`config.mk`:
```
export PLATFORM = sky130hd
export DESIGN_NAME = wildcard_byte_pattern_scan_top_flat
export DESIGN_NICKNAME = d
export VERILOG_FILES = /design/src/sv/wbps_pkg.sv /design/src/sv/wbps_in_if.sv /design/src/sv/wbps_out_if.sv /design/src/sv/wbps_cell.sv /design/src/sv/wildcard_byte_pattern_scan_top.sv /design/src/flat_wrapper.sv
export VERILOG_INCLUDE_DIRS = /design/src /design/src/sv
export SDC_FILE = /design/constraint.sdc
export NUM_CORES = 1
export LEC_CHECK = 0
export BUFFER_PORTS_ARGS = -buffer_cell sky130_fd_sc_hd__buf_2
export CAP_MARGIN = 20
export CORE_MARGIN = 8
export CORE_UTILIZATION = 59
export CTS_CLUSTER_DIAMETER = 60
export DETAILED_ROUTE_END_ITERATION = 10
export GPL_ROUTABILITY_DRIVEN = 0
export GPL_TIMING_DRIVEN = 0
export PLACE_DENSITY = 0.78
export SKIP_CTS_REPAIR_TIMING = 1
export SLEW_MARGIN = 40
export SYNTH_ARGS = -nofsm -noshare
export SYNTH_HDL_FRONTEND = slang
export SYNTH_SLANG_ARGS = --single-unit
```
`constraint.sdc`:
```
create_clock -name clk -period 7.2 [get_ports clk]
set_input_delay 0.72 -clock clk [delete_from_list [all_inputs] [get_ports clk]]
set_output_delay 0.72 -clock clk [all_outputs]
set_load 0.01 [all_outputs]
```
`src/sv/assert_macros.svh`:
```
// assertion macros used by the scanner top level
`ifndef ASSERT_MACROS_SVH
`define ASSERT_MACROS_SVH

// same-cycle implication, disabled during reset
`define WBPS_ASSERT_IMP(name, clk, rst_n, ante, cons) \
    name: assert property (@(posedge clk) disable iff (!rst_n) (ante) |-> (cons)) \
        else $error("wbps: same-cycle check failed");

// next-cycle implication, disabled during reset
`define WBPS_ASSERT_NXT(name, clk, rst_n, ante, cons) \
    name: assert property (@(posedge clk) disable iff (!rst_n) (ante) |=> (cons)) \
        else $error("wbps: next-cycle check failed");

`endif

```
`src/sv/wbps_pkg.sv`:
```
// types and constants of the wildcard byte pattern scanner
package wbps_pkg;

    localparam int PAT_SLOTS     = 16;
    localparam int LEN_BITS      = 5;
    localparam int ADDR_BITS     = 64;
    localparam int CFG_DATA_BITS = 64;
    localparam int CFG_IDX_BITS  = 3;

    typedef enum logic [CFG_IDX_BITS-1:0] {
        CFG_PAT_LOW   = 3'd0,
        CFG_PAT_HIGH  = 3'd1,
        CFG_WILD_MASK = 3'd2,
        CFG_PAT_LEN   = 3'd3,
        CFG_BASE_ADDR = 3'd4
    } cfg_reg_t;

    typedef struct packed {
        logic [7:0] data_byte;
        logic       end_of_range;
    } in_beat_t;

    typedef struct packed {
        logic                 match_found;
        logic                 not_found;
        logic [ADDR_BITS-1:0] match_address;
    } out_beat_t;

    // broadcast from the controller to every cell
    typedef struct packed {
        logic                step;
        logic                clear;
        logic [7:0]          data_byte;
        logic [LEN_BITS-1:0] eff_len;
    } cell_bcast_t;

endpackage

```
`src/sv/wbps_in_if.sv`:
```
// input byte channel
interface wbps_in_if;
    import wbps_pkg::*;

    logic     valid;
    logic     ready;
    in_beat_t data;

    modport source (output valid, output data, input ready);
    modport sink (input valid, input data, output ready);
endinterface

```
`src/sv/wbps_out_if.sv`:
```
// result channel
interface wbps_out_if;
    import wbps_pkg::*;

    logic      valid;
    logic      ready;
    out_beat_t data;

    modport source (output valid, output data, input ready);
    modport sink (input valid, input data, output ready);
endinterface

```
`src/sv/wbps_cell.sv`:
```
// one pattern position of the shift-and match row
module wbps_cell #(
    parameter int IDX = 0
) (
    input  logic                  clk,
    input  logic                  rst_n,
    input  wbps_pkg::cell_bcast_t bcast,
    input  logic [7:0]            pat_byte,
    input  logic                  wild,
    input  logic                  prev_bit,
    output logic                  bit_q,
    output logic                  tail_hit
);
    import wbps_pkg::*;

    logic bit_reg;
    logic bit_next;
    logic hit;
    logic live;
    logic new_bit;

    assign hit      = wild | (pat_byte == bcast.data_byte);
    assign live     = bcast.eff_len > LEN_BITS'(IDX);
    assign new_bit  = prev_bit & hit & live;
    // this cell is the final pattern position
    assign tail_hit = new_bit & (bcast.eff_len == LEN_BITS'(IDX + 1));

    always_comb
    begin
        bit_next = bit_reg;
        if (bcast.step)
        begin
            bit_next = bcast.clear ? 1'b0 : new_bit;
        end
    end

    always_ff @(posedge clk or negedge rst_n)
    begin
        if (!rst_n)
        begin
            bit_reg <= 1'b0;
        end
        else
        begin
            bit_reg <= bit_next;
        end
    end

    assign bit_q = bit_reg;

endmodule

```
`src/sv/wildcard_byte_pattern_scan_top.sv`:
```
// top level of the wildcard byte pattern scanner
`include "assert_macros.svh"

// Scans a byte stream for the first occurrence of a pattern of up to 16 bytes,
// any position of which may be a wildcard. One byte beat is taken per clock
// cycle while the result register is free or drained, and each byte gives
// exactly one result beat, registered in the cycle after the byte is taken.
// Each cell takes its partial-match bit from its left neighbor. The first
// full match of a range reports base_address plus the offset of its first
// byte; the beat that carries end_of_range reports not_found when the range
// had no match, and the scan then restarts at offset zero. Later bytes of a
// range after a match give all-zero results. A pattern length of zero never
// matches; lengths above the cell count are clamped. Configuration is taken
// through a plain write port and should be written while the block is idle.
module wildcard_byte_pattern_scan_top #(
    parameter int MAX_PATTERN_BYTES = 16,
    parameter int OFFSET_BITS       = 32
) (
    input  logic                               clk,
    input  logic                               rst_n,
    wbps_in_if.sink                            byte_stream,
    wbps_out_if.source                         result,
    input  logic                               cfg_we,
    input  logic [wbps_pkg::CFG_IDX_BITS-1:0]  cfg_index,
    input  logic [wbps_pkg::CFG_DATA_BITS-1:0] cfg_data
);
    import wbps_pkg::*;

    // cells beyond the pattern registers could never be live
    localparam int NCELLS = (MAX_PATTERN_BYTES < PAT_SLOTS) ? MAX_PATTERN_BYTES : PAT_SLOTS;

    // configuration registers
    logic [63:0]          pat_low_reg;
    logic [63:0]          pat_high_reg;
    logic [15:0]          wild_mask_reg;
    logic [LEN_BITS-1:0]  pat_len_reg;
    logic [ADDR_BITS-1:0] base_addr_reg;

    // scan state
    logic [OFFSET_BITS-1:0] offset_reg;
    logic [OFFSET_BITS-1:0] offset_next;
    logic                   found_reg;
    logic                   found_next;

    // output stage
    logic      out_valid_reg;
    logic      out_valid_next;
    out_beat_t out_data_reg;
    out_beat_t out_data_next;

    logic                 accept;
    logic                 last_byte;
    logic [LEN_BITS-1:0]  eff_len;
    logic [LEN_BITS-1:0]  eff_len_m1;
    logic [127:0]         pat_all;
    logic [NCELLS-1:0]    cell_bits;
    logic [NCELLS-1:0]    tail_hits;
    logic                 match_now;
    logic [ADDR_BITS-1:0] start_addr;
    cell_bcast_t          bcast;

    // ---------------------------------------------------------------
    // configuration write port
    // ---------------------------------------------------------------
    always_ff @(posedge clk or negedge rst_n)
    begin
        if (!rst_n)
        begin
            pat_low_reg   <= '0;
            pat_high_reg  <= '0;
            wild_mask_reg <= '0;
            pat_len_reg   <= '0;
            base_addr_reg <= '0;
        end
        else if (cfg_we)
        begin
            unique case (cfg_reg_t'(cfg_index))
                CFG_PAT_LOW:   pat_low_reg   <= cfg_data;
                CFG_PAT_HIGH:  pat_high_reg  <= cfg_data;
                CFG_WILD_MASK: wild_mask_reg <= cfg_data[15:0];
                CFG_PAT_LEN:   pat_len_reg   <= cfg_data[LEN_BITS-1:0];
                CFG_BASE_ADDR: base_addr_reg <= cfg_data;
                default:       ; // unused indexes are ignored
            endcase
        end
    end

    // ---------------------------------------------------------------
    // handshake: a new byte enters whenever the result register is free
    // or being drained in this same cycle
    // ---------------------------------------------------------------
    assign byte_stream.ready = !out_valid_reg || result.ready;
    assign accept            = byte_stream.valid && byte_stream.ready;
    assign last_byte         = byte_stream.data.end_of_range;

    // clamp the length to the cells that exist
    assign eff_len    = (pat_len_reg > LEN_BITS'(NCELLS)) ? LEN_BITS'(NCELLS) : pat_len_reg;
    assign eff_len_m1 = eff_len - LEN_BITS'(1);

    assign bcast.step      = accept;
    assign bcast.clear     = last_byte;
    assign bcast.data_byte = byte_stream.data.data_byte;
    assign bcast.eff_len   = eff_len;

    assign pat_all = {pat_high_reg, pat_low_reg};

    // ---------------------------------------------------------------
    // row of match cells; cell i sees the old bit of cell i-1, cell 0
    // always starts a fresh candidate
    // ---------------------------------------------------------------
    for (genvar gi = 0; gi < NCELLS; gi++)
    begin : g_cell
        logic prev;

        if (gi == 0)
        begin : g_head
            assign prev = 1'b1;
        end
        else
        begin : g_body
            assign prev = cell_bits[gi-1];
        end

        wbps_cell #(
            .IDX (gi)
        ) u_cell (
            .clk      (clk),
            .rst_n    (rst_n),
            .bcast    (bcast),
            .pat_byte (pat_all[8*gi +: 8]),
            .wild     (wild_mask_reg[gi]),
            .prev_bit (prev),
            .bit_q    (cell_bits[gi]),
            .tail_hit (tail_hits[gi])
        );
    end

    // only the first full match of a range counts
    assign match_now  = (|tail_hits) && !found_reg;
    assign start_addr = base_addr_reg + ADDR_BITS'(offset_reg) - ADDR_BITS'(eff_len_m1);

    // ---------------------------------------------------------------
    // offset and already-found tracking
    // ---------------------------------------------------------------
    always_comb
    begin
        offset_next = offset_reg;
        found_next  = found_reg;
        if (accept)
        begin
            if (last_byte)
            begin
                offset_next = '0;
                found_next  = 1'b0;
            end
            else
            begin
                offset_next = offset_reg + OFFSET_BITS'(1);
                found_next  = found_reg | match_now;
            end
        end
    end

    always_ff @(posedge clk or negedge rst_n)
    begin
        if (!rst_n)
        begin
            offset_reg <= '0;
            found_reg  <= 1'b0;
        end
        else
        begin
            offset_reg <= offset_next;
            found_reg  <= found_next;
        end
    end

    // ---------------------------------------------------------------
    // result register
    // ---------------------------------------------------------------
    always_comb
    begin
        out_valid_next = out_valid_reg;
        out_data_next  = out_data_reg;
        if (accept)
        begin
            out_valid_next              = 1'b1;
            out_data_next.match_found   = match_now;
            out_data_next.not_found     = last_byte && !found_reg && !match_now;
            out_data_next.match_address = match_now ? start_addr : '0;
        end
        else if (result.ready)
        begin
            out_valid_next = 1'b0;
        end
    end

    always_ff @(posedge clk or negedge rst_n)
    begin
        if (!rst_n)
        begin
            out_valid_reg <= 1'b0;
        end
        else
        begin
            out_valid_reg <= out_valid_next;
        end
    end

    always_ff @(posedge clk)
    begin
        out_data_reg <= out_data_next;
    end

    assign result.valid = out_valid_reg;
    assign result.data  = out_data_reg;

    // ---------------------------------------------------------------
    // checks
    // ---------------------------------------------------------------
    `WBPS_ASSERT_IMP(a_found_excludes_missing, clk, rst_n,
        out_valid_reg && out_data_reg.match_found, !out_data_reg.not_found)
    `WBPS_ASSERT_IMP(a_addr_zero_without_match, clk, rst_n,
        out_valid_reg && !out_data_reg.match_found, out_data_reg.match_address == '0)
    `WBPS_ASSERT_NXT(a_range_end_restarts, clk, rst_n,
        accept && last_byte, (offset_reg == '0) && !found_reg && (cell_bits == '0))
    `WBPS_ASSERT_NXT(a_single_match_per_range, clk, rst_n,
        accept && found_reg, !out_data_reg.match_found && !out_data_reg.not_found)

endmodule

```
`src/flat_wrapper.sv`:
```
// flat-port wrapper written by rule: the top's interface ports become plain ports
module wildcard_byte_pattern_scan_top_flat import wbps_pkg::*;
#(
    parameter int MAX_PATTERN_BYTES = 16,
    parameter int OFFSET_BITS       = 32
)
  (clk, rst_n, cfg_we, cfg_index, cfg_data, byte_stream_valid, byte_stream_data, byte_stream_ready, result_valid, result_data, result_ready);
  wbps_in_if byte_stream_i ();
  wbps_out_if result_i ();
  input  logic clk;
  input  logic rst_n;
  input  logic cfg_we;
  input  logic [wbps_pkg::CFG_IDX_BITS-1:0] cfg_index;
  input  logic [wbps_pkg::CFG_DATA_BITS-1:0] cfg_data;
  input wire logic [$bits(byte_stream_i.valid)-1:0] byte_stream_valid;
  input wire logic [$bits(byte_stream_i.data)-1:0] byte_stream_data;
  output wire logic [$bits(byte_stream_i.ready)-1:0] byte_stream_ready;
  output wire logic [$bits(result_i.valid)-1:0] result_valid;
  output wire logic [$bits(result_i.data)-1:0] result_data;
  input wire logic [$bits(result_i.ready)-1:0] result_ready;
  assign byte_stream_i.valid = byte_stream_valid;
  assign byte_stream_i.data = byte_stream_data;
  assign byte_stream_ready = byte_stream_i.ready;
  assign result_valid = result_i.valid;
  assign result_data = result_i.data;
  assign result_i.ready = result_ready;
  wildcard_byte_pattern_scan_top #(.MAX_PATTERN_BYTES(MAX_PATTERN_BYTES), .OFFSET_BITS(OFFSET_BITS)) u_core (.clk(clk), .rst_n(rst_n), .byte_stream(byte_stream_i), .result(result_i), .cfg_we(cfg_we), .cfg_index(cfg_index), .cfg_data(cfg_data));
endmodule
```
==> results of run 1 <==
where the power goes:
part / internal, uW / switching (uW) / leakage, uW / total, uW
clock: 1190 / 790 / 0.000640 / 1980
combinational: 1030 / 1580 / 0.00538 / 2600
sequential: 2190 / 182 / 0.00390 / 2370
total: 4400 / 2550 / 0.00992 / 6950
per-stage QoR:
step                      total power, uW  util (%)  setup WS (ns)  hold WS, ns  area [um2]
after detailed placement             4930      63.6           1.77        0.458       21100
after CTS                            6920      67.5           1.71        0.142       22400
after global routing                 7340      67.5           1.35        0.156       22400
after global placement               4840      63.1          0.865        0.448       21000
after floorplan                      4310         -           2.89        0.424       19700
final                                6950      67.5           1.46        0.119       22400
synthesized netlist by cell type, drive strengths merged, types with 4 or more instances:
cell       n
o31ai      7
o211ai     6
xnor2     69
nor4      32
fa         5
o21ai    120
or2        7
a32o       6
clkbuf    57
nor3b      9
mux2     155
inv      169
and2       9
mux2i      4
and3      13
a221oi     4
a31o       5
a21boi     4
a211oi     7
a211o      6
a41o       8
a31oi     15
xor2     129
nor2b     12
edfxtp    66
a21oi     94
or3       10
ha        97
buf       36
and4       5
nor2     137
nand4     29
nand2b    14
o21a      13
nand4b     4
a21o      33
a22o       5
dfrtp    262
nand2    161
o21bai    12
nor3      28
o2111ai    6
nand3     26
final timing paths:
path	end	cells after the start	slack, ns
setup / recovery	u_core.result.data[55]$_SDFFCE_PN0P_	16	1.46
hold / removal	u_core.base_addr_reg[61]$_DFFE_PN0P_	1	0.12
setup reg to reg	u_core.result.data[55]$_SDFFCE_PN0P_	16	1.46
hold reg to reg	u_core.g_cell[1].u_cell.bit_q$_DFFE_PN0P_	2	0.47
max in group asynchronous	u_core.offset_reg[18]$_DFFE_PN0P_	3	5.97
min in group clk	u_core.result.valid$_DFFE_PN0P_	2	0.41
critical path, stage by stage, from the launching register on:
cell       delay (ns)
dfrtp_1          0.45
clkbuf_1         0.37
clkbuf_1         0.40
nand2b_1         0.31
ha_1             0.26
mux2_2           0.39
fa_1             0.50
inv_1            0.05
ha_1             0.32
a21oi_1          0.36
a21oi_1          0.19
o2111ai_1        0.51
a31oi_1          0.30
o31ai_2          0.57
a211o_1          0.23
and2_1           0.17
mux2i_1          0.21
layer usage:
metal	wire length (um)	GRT usage [%]
met2	24400	42.4
met3	4370	5.02
met4	2010	10.1
met1	21600	34.8
met5	0	0
logic make-up after synthesis:
group / share of synthesized area (%)
and+or+nand+nor: 13.7
muxes: 9.07
xor gates and xnor gates: 8.81
adders and majority gates: 6.67
buffers and inverters: 6.08
AOI/OAI and AO/OA: 12.3
DFF: 43.4
final cells by class:
class	count	area share (%)
Clock buffer	54	5.10
Buffer	93	2.52
Clock inverter	15	0.714
Inverter	169	2.85
Sequential cell	328	38.1
Antenna cell	2	0.0223
Tap cell	448	2.50
Multi-Input combinational cell	1335	44.5
Timing Repair Buffer	145	3.70
==> flow_summary.toml, run 1 <==
[yosys]
ys_seq_area_share_pct = 43.4
synth_top_area_share_pct = 33.3
synthFlopType = "dfrtp_1"
yosysTopAreaCell = "dfrtp_1"
synth_nets = 2108
synth_async_sr_flop_share_pct = 79.9
synth_area_leaders = "dfrtp_1, edfxtp_1, mux2_2"
synthDistinctLibCells = 87
syn-cell-area_um2 = 19700
synthesis.instances = 1925
synth_edf_count = 66
ys_ff_latch = 328
yosys_warnings = 0
syn_area_per_cell_um2 = 10.2

[timing]
post-route-period-util_pct = 79.7
fin_crit_ns = 5.74
timing_hold_violations_final = 0
rsz0062_at_grt = "no"
fin_setup_tns_ns = 0
maxSlewViolCount = 0
relSlewSlack_pct = 38.7
tightestPinTransition_ns = 0.916
finalClockSkew_ns = 0.0342
finalSetupViolations = 0
fmax_ghz = 0.174

[critical_path]
cp_data_arrival_time_ns = 6.12
endpoint_kind = "register"
cp.required_ns = 7.58
reg2reg_from = "u_core.pat_len_reg[4]$_DFFE_PN0P_"
critPathMaxFanout = 10
startpoint_type = "register"
path_class = "reg -> reg"
crit_start = "u_core.pat_len_reg[4]$_DFFE_PN0P_"

[status]
status = "finished clean"

[routing]
drtIter0Drc = 1200
wl_per_cell_um = 20.2
num_vias = 15400
firstDrtPassIters = 6
vias_per_cell = 5.94
ant_nets = 0
drc = 0
wirelength_mm = 52.3

[die]
core_area_um2 = 33200
num_io_pins = 149
fp-row-count = 67
fp.dieW_um = 199
die_y_um = 199
die-area_um2 = 39500
start_util_pct = 59.3

[placement]
dp_cells = 2518
dpl.hpwl_mm = 38.7
port_buffers = 140

[global_routing]
grt_max_degree = 74
antenna_found_initial = 1
first_global_vias = 15200
grt_pass1_wl_mm = 81.8
grt_use_total_pct = 26.3
gr-total-overflow = 0

[final_layout]
area_delta_synth_final_pct = 13.8
drive_gt1_share_pct = 22.4
multiInputGateArea_um2 = 9980
nets = 2294
n_fill_cell = 2564
seq_area_um2 = 8540
final_cell_mix = "dfrtp_1, inv_1, nand2_1"
final_common_cell = "dfrtp_1"
instances_no_fill = 2589
largest_reg_flops = 66

[pwr]
p_per_area_nw_per_um2 = 310
p_leak_uw = 0.00992
peakVddDrop_mv = 0.187

[worst_hold_path]
min-delay-path-class = "in -> async"

[clock_network]
cts_max_level = 2
clkLatencyLatePin_ns = 0.54
cts_root_buf = "clkbuf_16"
numCtsBuffers = 39
clock-sinks = 328
clk_pin_slew_ns = 0.06
cts_tree = "done"
clk_path_buf_depth = 3

[flow_run]
maxCapViolCount = 0
Power figures use the tool's default switching activity.
==> run 2: changes to the inputs <==
Clock period 7.2 ns to 5.7 ns, I/O delays scaled along.
==> run 2 against run 1 <==
  * The run now ends with hold timing left
  * Sequential share of layout area about the same
  * Non-clock buffer count unchanged
  * Total power increased by 26%
  * Combinational power increased by 27%
  * Global-route usage unchanged
  * Clock skew about the same
  * Die area unchanged
  * Sequential power increased by 26%
  * Critical path depth increased by 1
  * Maximum frequency increased by 3.7%
  * Final cell count unchanged
  * Hold slack got worse by 0.15 ns
  * Largest power group unchanged
==> flow_summary.toml, run 2 (synthesis gave the netlist of run 1 again) <==
[critical_path]
cp_data_arrival_time_ns = 5.92
crit_start = "u_core.pat_len_reg[4]$_DFFE_PN0P_"
endpoint_kind = "register"
reg2reg_from = "u_core.pat_len_reg[4]$_DFFE_PN0P_"
startpoint_type = "register"
critPathMaxFanout = 10
path_buf_inv = 3
cp_slowest_cell = "fa_1"
cp.required_ns = 6.08
path_class = "reg -> reg"
critPathTopFamily = "compound AO/OA/AOI/OAI gates"
max_stage_delay_ns = 0.50
critical_path.cell_chain = "clkbuf_1 -> clkbuf_1 -> nand2b_1 -> ha_1 -> mux2_2 -> fa_1 -> inv_1 -> ha_1 -> o21ai_0 -> o21ai_2 -> nand4_1 -> a211o_1 -> a31o_1 -> o311ai_1 -> a21oi_1 -> or3_1 -> a21oi_1"

[die]
core_area_um2 = 33200
num_io_pins = 149
start_util_pct = 59.3
fp.dieW_um = 199
die-area_um2 = 39500
die_y_um = 199
fp-row-count = 67

[routing]
ant_nets = 0
firstDrtPassIters = 6
wl_per_cell_um = 20.2
num_vias = 15300
vias_per_cell = 5.92
drtIter0Drc = 1176
wirelength_mm = 52.3
drc = 0

[final_layout]
area_delta_synth_final_pct = 14.0
final_cell_mix = "dfrtp_1, inv_1, nand2_1"
largest_reg_flops = 66
nets = 2294
final_common_cell = "dfrtp_1"
drive_gt1_share_pct = 22.5

[global_routing]
grt_pass1_wl_mm = 81.8
gr-total-overflow = 0
first_global_vias = 15200
globalRouteMet3Util_pct = 5.02
grt_max_degree = 74
grtUsageMet2_pct = 42.4
globalRouteMet1Util_pct = 34.8
grt.busiest_layer = "met2"
antenna_found_initial = 1
grt_use_total_pct = 26.3

[clock_network]
cts_tree = "done"
cts_max_level = 2
cts_root_buf = "clkbuf_16"
clk_path_buf_depth = 3
clk_pin_slew_ns = 0.06
numCtsBuffers = 39
clkLatencyLatePin_ns = 0.54
clock-sinks = 328

[placement]
pre_cts_ws_ns = 0.274
port_buffers = 140
dpl.hpwl_mm = 38.7

[timing]
post-route-period-util_pct = 97.1
whs_ns = -0.0287
fin_crit_ns = 5.54
timing_hold_violations_final = 15
finalClockSkew_ns = 0.0338
finalWorstSetupSlack_ns = 0.163
tightestPinTransition_ns = 0.889
maxSlewViolCount = 0
finalSetupViolations = 0
relSlewSlack_pct = 40.5
fin_setup_tns_ns = 0
rsz0062_at_grt = "no"
fmax_ghz = 0.181

[pwr]
p_leak_uw = 0.00992
peakVddDrop_mv = 0.237
p_per_area_nw_per_um2 = 391

[status]
status = "finished, violations left"
violations = "hold timing"

[flow_run]
maxCapViolCount = 0

[worst_hold_path]
min-delay-path-class = "in -> async"
==> run 2: through the flow <==
stage | cell area (um2) | instances | utilization [%] | total power, uW
global route | 22400 | 2587 | 67.6 | 9280
floorplan | 19700 | 1925 | - | 5440
detailed placement | 21100 | 2518 | 63.6 | 6220
global placement | 21000 | 2513 | 63.1 | 6120
finish | 22400 | 2589 | 67.6 | 8780
CTS | 22400 | 2587 | 67.5 | 8750
==> run 2: power by group <==
part	switching, uW	internal, uW	leakage, uW
clock	998	1500	0.000640
combinational	1990	1300	0.00538
sequential	231	2760	0.00390
total	3220	5560	0.00992
==> run 2: final timing paths <==
path	endpoint	slack, ns	cells past startpoint
worst max-delay path	u_core.result.data[52]$_SDFFCE_PN0P_	0.16	17
worst min-delay path	u_core.base_addr_reg[61]$_DFFE_PN0P_	-0.03	1
worst max register to register	u_core.result.data[52]$_SDFFCE_PN0P_	0.16	17
worst min register to register	u_core.g_cell[1].u_cell.bit_q$_DFFE_PN0P_	0.48	2
max in group asynchronous	u_core.offset_reg[18]$_DFFE_PN0P_	4.63	3
min in group clk	u_core.result.valid$_DFFE_PN0P_	0.26	2
==> run 2: per-layer routing <==
layer,wire length (um),part of all wire (%)
met1,21900,42
met2,24200,46
met3,4070,7.8
met4,2180,4.2
met5,0,0
==> run 2: worst register-to-register path: cells and delay by family, from the launching register on <==
family / cells / cell delay (ns)
multiplexers: 1 / 0.39
buffers and inverters: 3 / 0.81
AND/OR/NAND/NOR: 3 / 0.93
flip-flops: 1 / 0.46
AO/OA/AOI/OAI: 7 / 1.72
adder cells (fa/ha/maj): 3 / 1.07
==> run 2: layout make-up <==
cell class              instances  area (um2)
well taps                     448         561
fillers                      2562       10800
flip-flops and latches        328        8540
plain buffers                  93         564
repair buffers                145         828
diodes                          2        5.00
inverters                     169         639
clock buffers                  54        1140
clock inverters                15         160
multi-input cells            1335       10000
==> run 3: changes to the inputs <==
Settings changed: PLACE_DENSITY 0.78 to 0.79, SYNTH_HIERARCHICAL set to 1.
Clock period 5.7 ns to 5.1 ns, I/O delays scaled along.
==> run 3 against run 2 <==
  * The run still ends with hold timing left
  * Utilization up 1.1 points
  * Combinational power up 10%
  * Non-clock buffer count down 27
  * Sequential cell count unchanged
  * Critical path type unchanged
==> flow_summary.toml, run 3 <==
[critical_path]
critPathMaxFanout = 9
crit_start = "u_core/pat_len_reg[4]$_DFFE_PN0P_"
r2r-end = "u_core/result.data[58]$_SDFFCE_PN0P_"
r2r_cells = 16
reg2reg_from = "u_core/pat_len_reg[4]$_DFFE_PN0P_"
r2r_slack_ns = 0.15
endpoint_kind = "register"
crit_path_end = "u_core/result.data[58]$_SDFFCE_PN0P_"
path_class = "reg -> reg"
cp.required_ns = 5.35
cp_data_arrival_time_ns = 5.20
startpoint_type = "register"

[timing]
timing_hold_violations_final = 64
fin_crit_ns = 4.95
fmax_ghz = 0.202
post-route-period-util_pct = 97.0
relSlewSlack_pct = 40.0
finalWorstSetupSlack_ns = 0.153
maxSlewViolCount = 0
finalClockSkew_ns = 0.0195
finalSetupViolations = 0
tightestPinTransition_ns = 0.899
whs_ns = -0.0362

[die]
die_y_um = 195
core_area_um2 = 31600
num_io_pins = 149
start_util_pct = 60.0
fp-row-count = 65
die-area_um2 = 38100
fp.dieW_um = 195

[pwr]
netSwitchingPower_uw = 3540
combinationalPowerShare_pct = 37.1
seq_power_share_pct = 34.5
swShare_pct = 36.1
peakVddDrop_mv = 0.281
power.internal_uw = 6260
p_leak_uw = 0.00965
p_per_area_nw_per_um2 = 452
p_clk_share_pct = 28.5

[global_routing]
first_global_vias = 15600
grt_max_degree = 80
antenna_found_initial = 1
grt_use_total_pct = 26.5
gr-total-overflow = 0
grt_pass1_wl_mm = 81.5

[placement]
pre_cts_ws_ns = 0.258
placed_cell_area_um2 = 20300
dp_cells = 2455
port_buffers = 148
dpl.hpwl_mm = 37.0

[yosys]
synthesis.instances = 1899
yosys_warnings = 6
syn-cell-area_um2 = 18900
syn_area_per_cell_um2 = 9.98

[routing]
drc = 0
wl_per_cell_um = 20.4
firstDrtPassIters = 6
num_vias = 15400
vias_per_cell = 6.10
ant_nets = 0
wirelength_mm = 51.5
drtIter0Drc = 1282

[worst_hold_path]
min-delay-path-class = "in -> async"

[clock_network]
clk_pin_slew_ns = 0.06
clk_path_buf_depth = 3
numCtsBuffers = 38
cts_max_level = 2
clock-sinks = 328
cts_tree = "done"
cts_root_buf = "clkbuf_16"
clkLatencyLatePin_ns = 0.53

[final_layout]
final_cell_area_um2 = 21700
instances_no_fill = 2523
nets = 2273
final_cell_mix = "dfrtp_1, inv_1, mux2_2"
area_delta_synth_final_pct = 14.5
final_common_cell = "dfrtp_1"
drive_gt1_share_pct = 19.6
largest_reg_flops = 66
n_fill_cell = 2390

[flow_run]
maxCapViolCount = 0

[status]
status = "finished, violations left"
violations = "hold timing"
run 3: changes by cell type in the layout (fill, tap and decap cells not counted), moves of 10 or more:
cell,before,now
nor2_1,96,142
nor2_2,11,0
xor2_1,129,143
a21oi_1,94,112
o22ai_1,1,14
nor2_4,30,0
nand2_1,161,149
xnor2_1,69,59
inv_1,165,191
clkbuf_1,60,50
nand3_1,26,46
nor4_1,29,45
run 3: power groups by stage:
stage | sequential (uW) | combinational [uW] | clock (uW)
finish | 3380 | 3630 | 2790
CTS | 3370 | 3540 | 2830
global route | 3420 | 3980 | 2930
floorplan | 3350 | 2590 | 0
detailed placement | 3410 | 3480 | 0
global placement | 3380 | 3370 | 0
run 3: area by class of cell:
cell class                      instances  area, um2  area share [%]
Tap cell                              402        503            2.32
Inverter                              192        726            3.35
Antenna cell                            1       2.50          0.0115
Multi-Input combinational cell       1323       9460            43.6
Timing Repair Buffer                  154        876            4.04
Clock buffer                           57       1250            5.78
Buffer                                 57        264            1.22
Sequential cell                       328       8540            39.4
Clock inverter                          9       60.1           0.277
run 3: worst max-delay path: stages, from the launching register on:
cell and delay, ns:
dfrtp_2 0.47, nand2b_1 0.23, ha_1 0.26, inv_1 0.08, nor4_1 0.04, a21oi_1 0.17
fa_1 0.45, ha_1 0.39, a21o_1 0.21, a21oi_1 0.33, a21boi_2 0.18, o31ai_1 0.32
o21a_1 0.29, a31oi_2 0.26, o211ai_2 0.35, a2111oi_0 0.16, or3b_2 0.48
run 3: layer usage:
| metal | GRT usage (%) | up-vias | part of all wire, % |
|---|---|---|---|
| li1 | - | 6998 | - |
| met1 | 33.5 | 7526 | 40 |
| met2 | 43.7 | 695 | 47 |
| met3 | 4.59 | 168 | 8.0 |
| met4 | 12.9 | 0 | 4.9 |
| met5 | 0 | - | 0 |
run 3: stage by stage:
stage                     utilization, %  power, uW  TNS [ns]
after floorplan                        -       5950         0
after global placement              64.0       6750   -296.08
after detailed placement            64.5       6890         0
after CTS                           68.6       9740         0
after global routing                68.7      10300  -0.00159
final                               68.7       9790         0
run 3: how the worst min path moves through the flow:
stage / cells after the start / slack [ns] / end
detailed placement: 1 / 0.50 / u_core/wild_mask_reg[9]$_DFFE_PN0P_
global placement: 1 / 0.49 / u_core/wild_mask_reg[0]$_DFFE_PN0P_
finish: 1 / -0.04 / u_core/offset_reg[0]$_DFFE_PN0P_
floorplan: 0 / 0.21 / u_core/base_addr_reg[0]$_DFFE_PN0P_
CTS: 1 / -0.03 / u_core/offset_reg[8]$_DFFE_PN0P_
global route: 1 / 0.0002 / u_core/pat_len_reg[1]$_DFFE_PN0P_
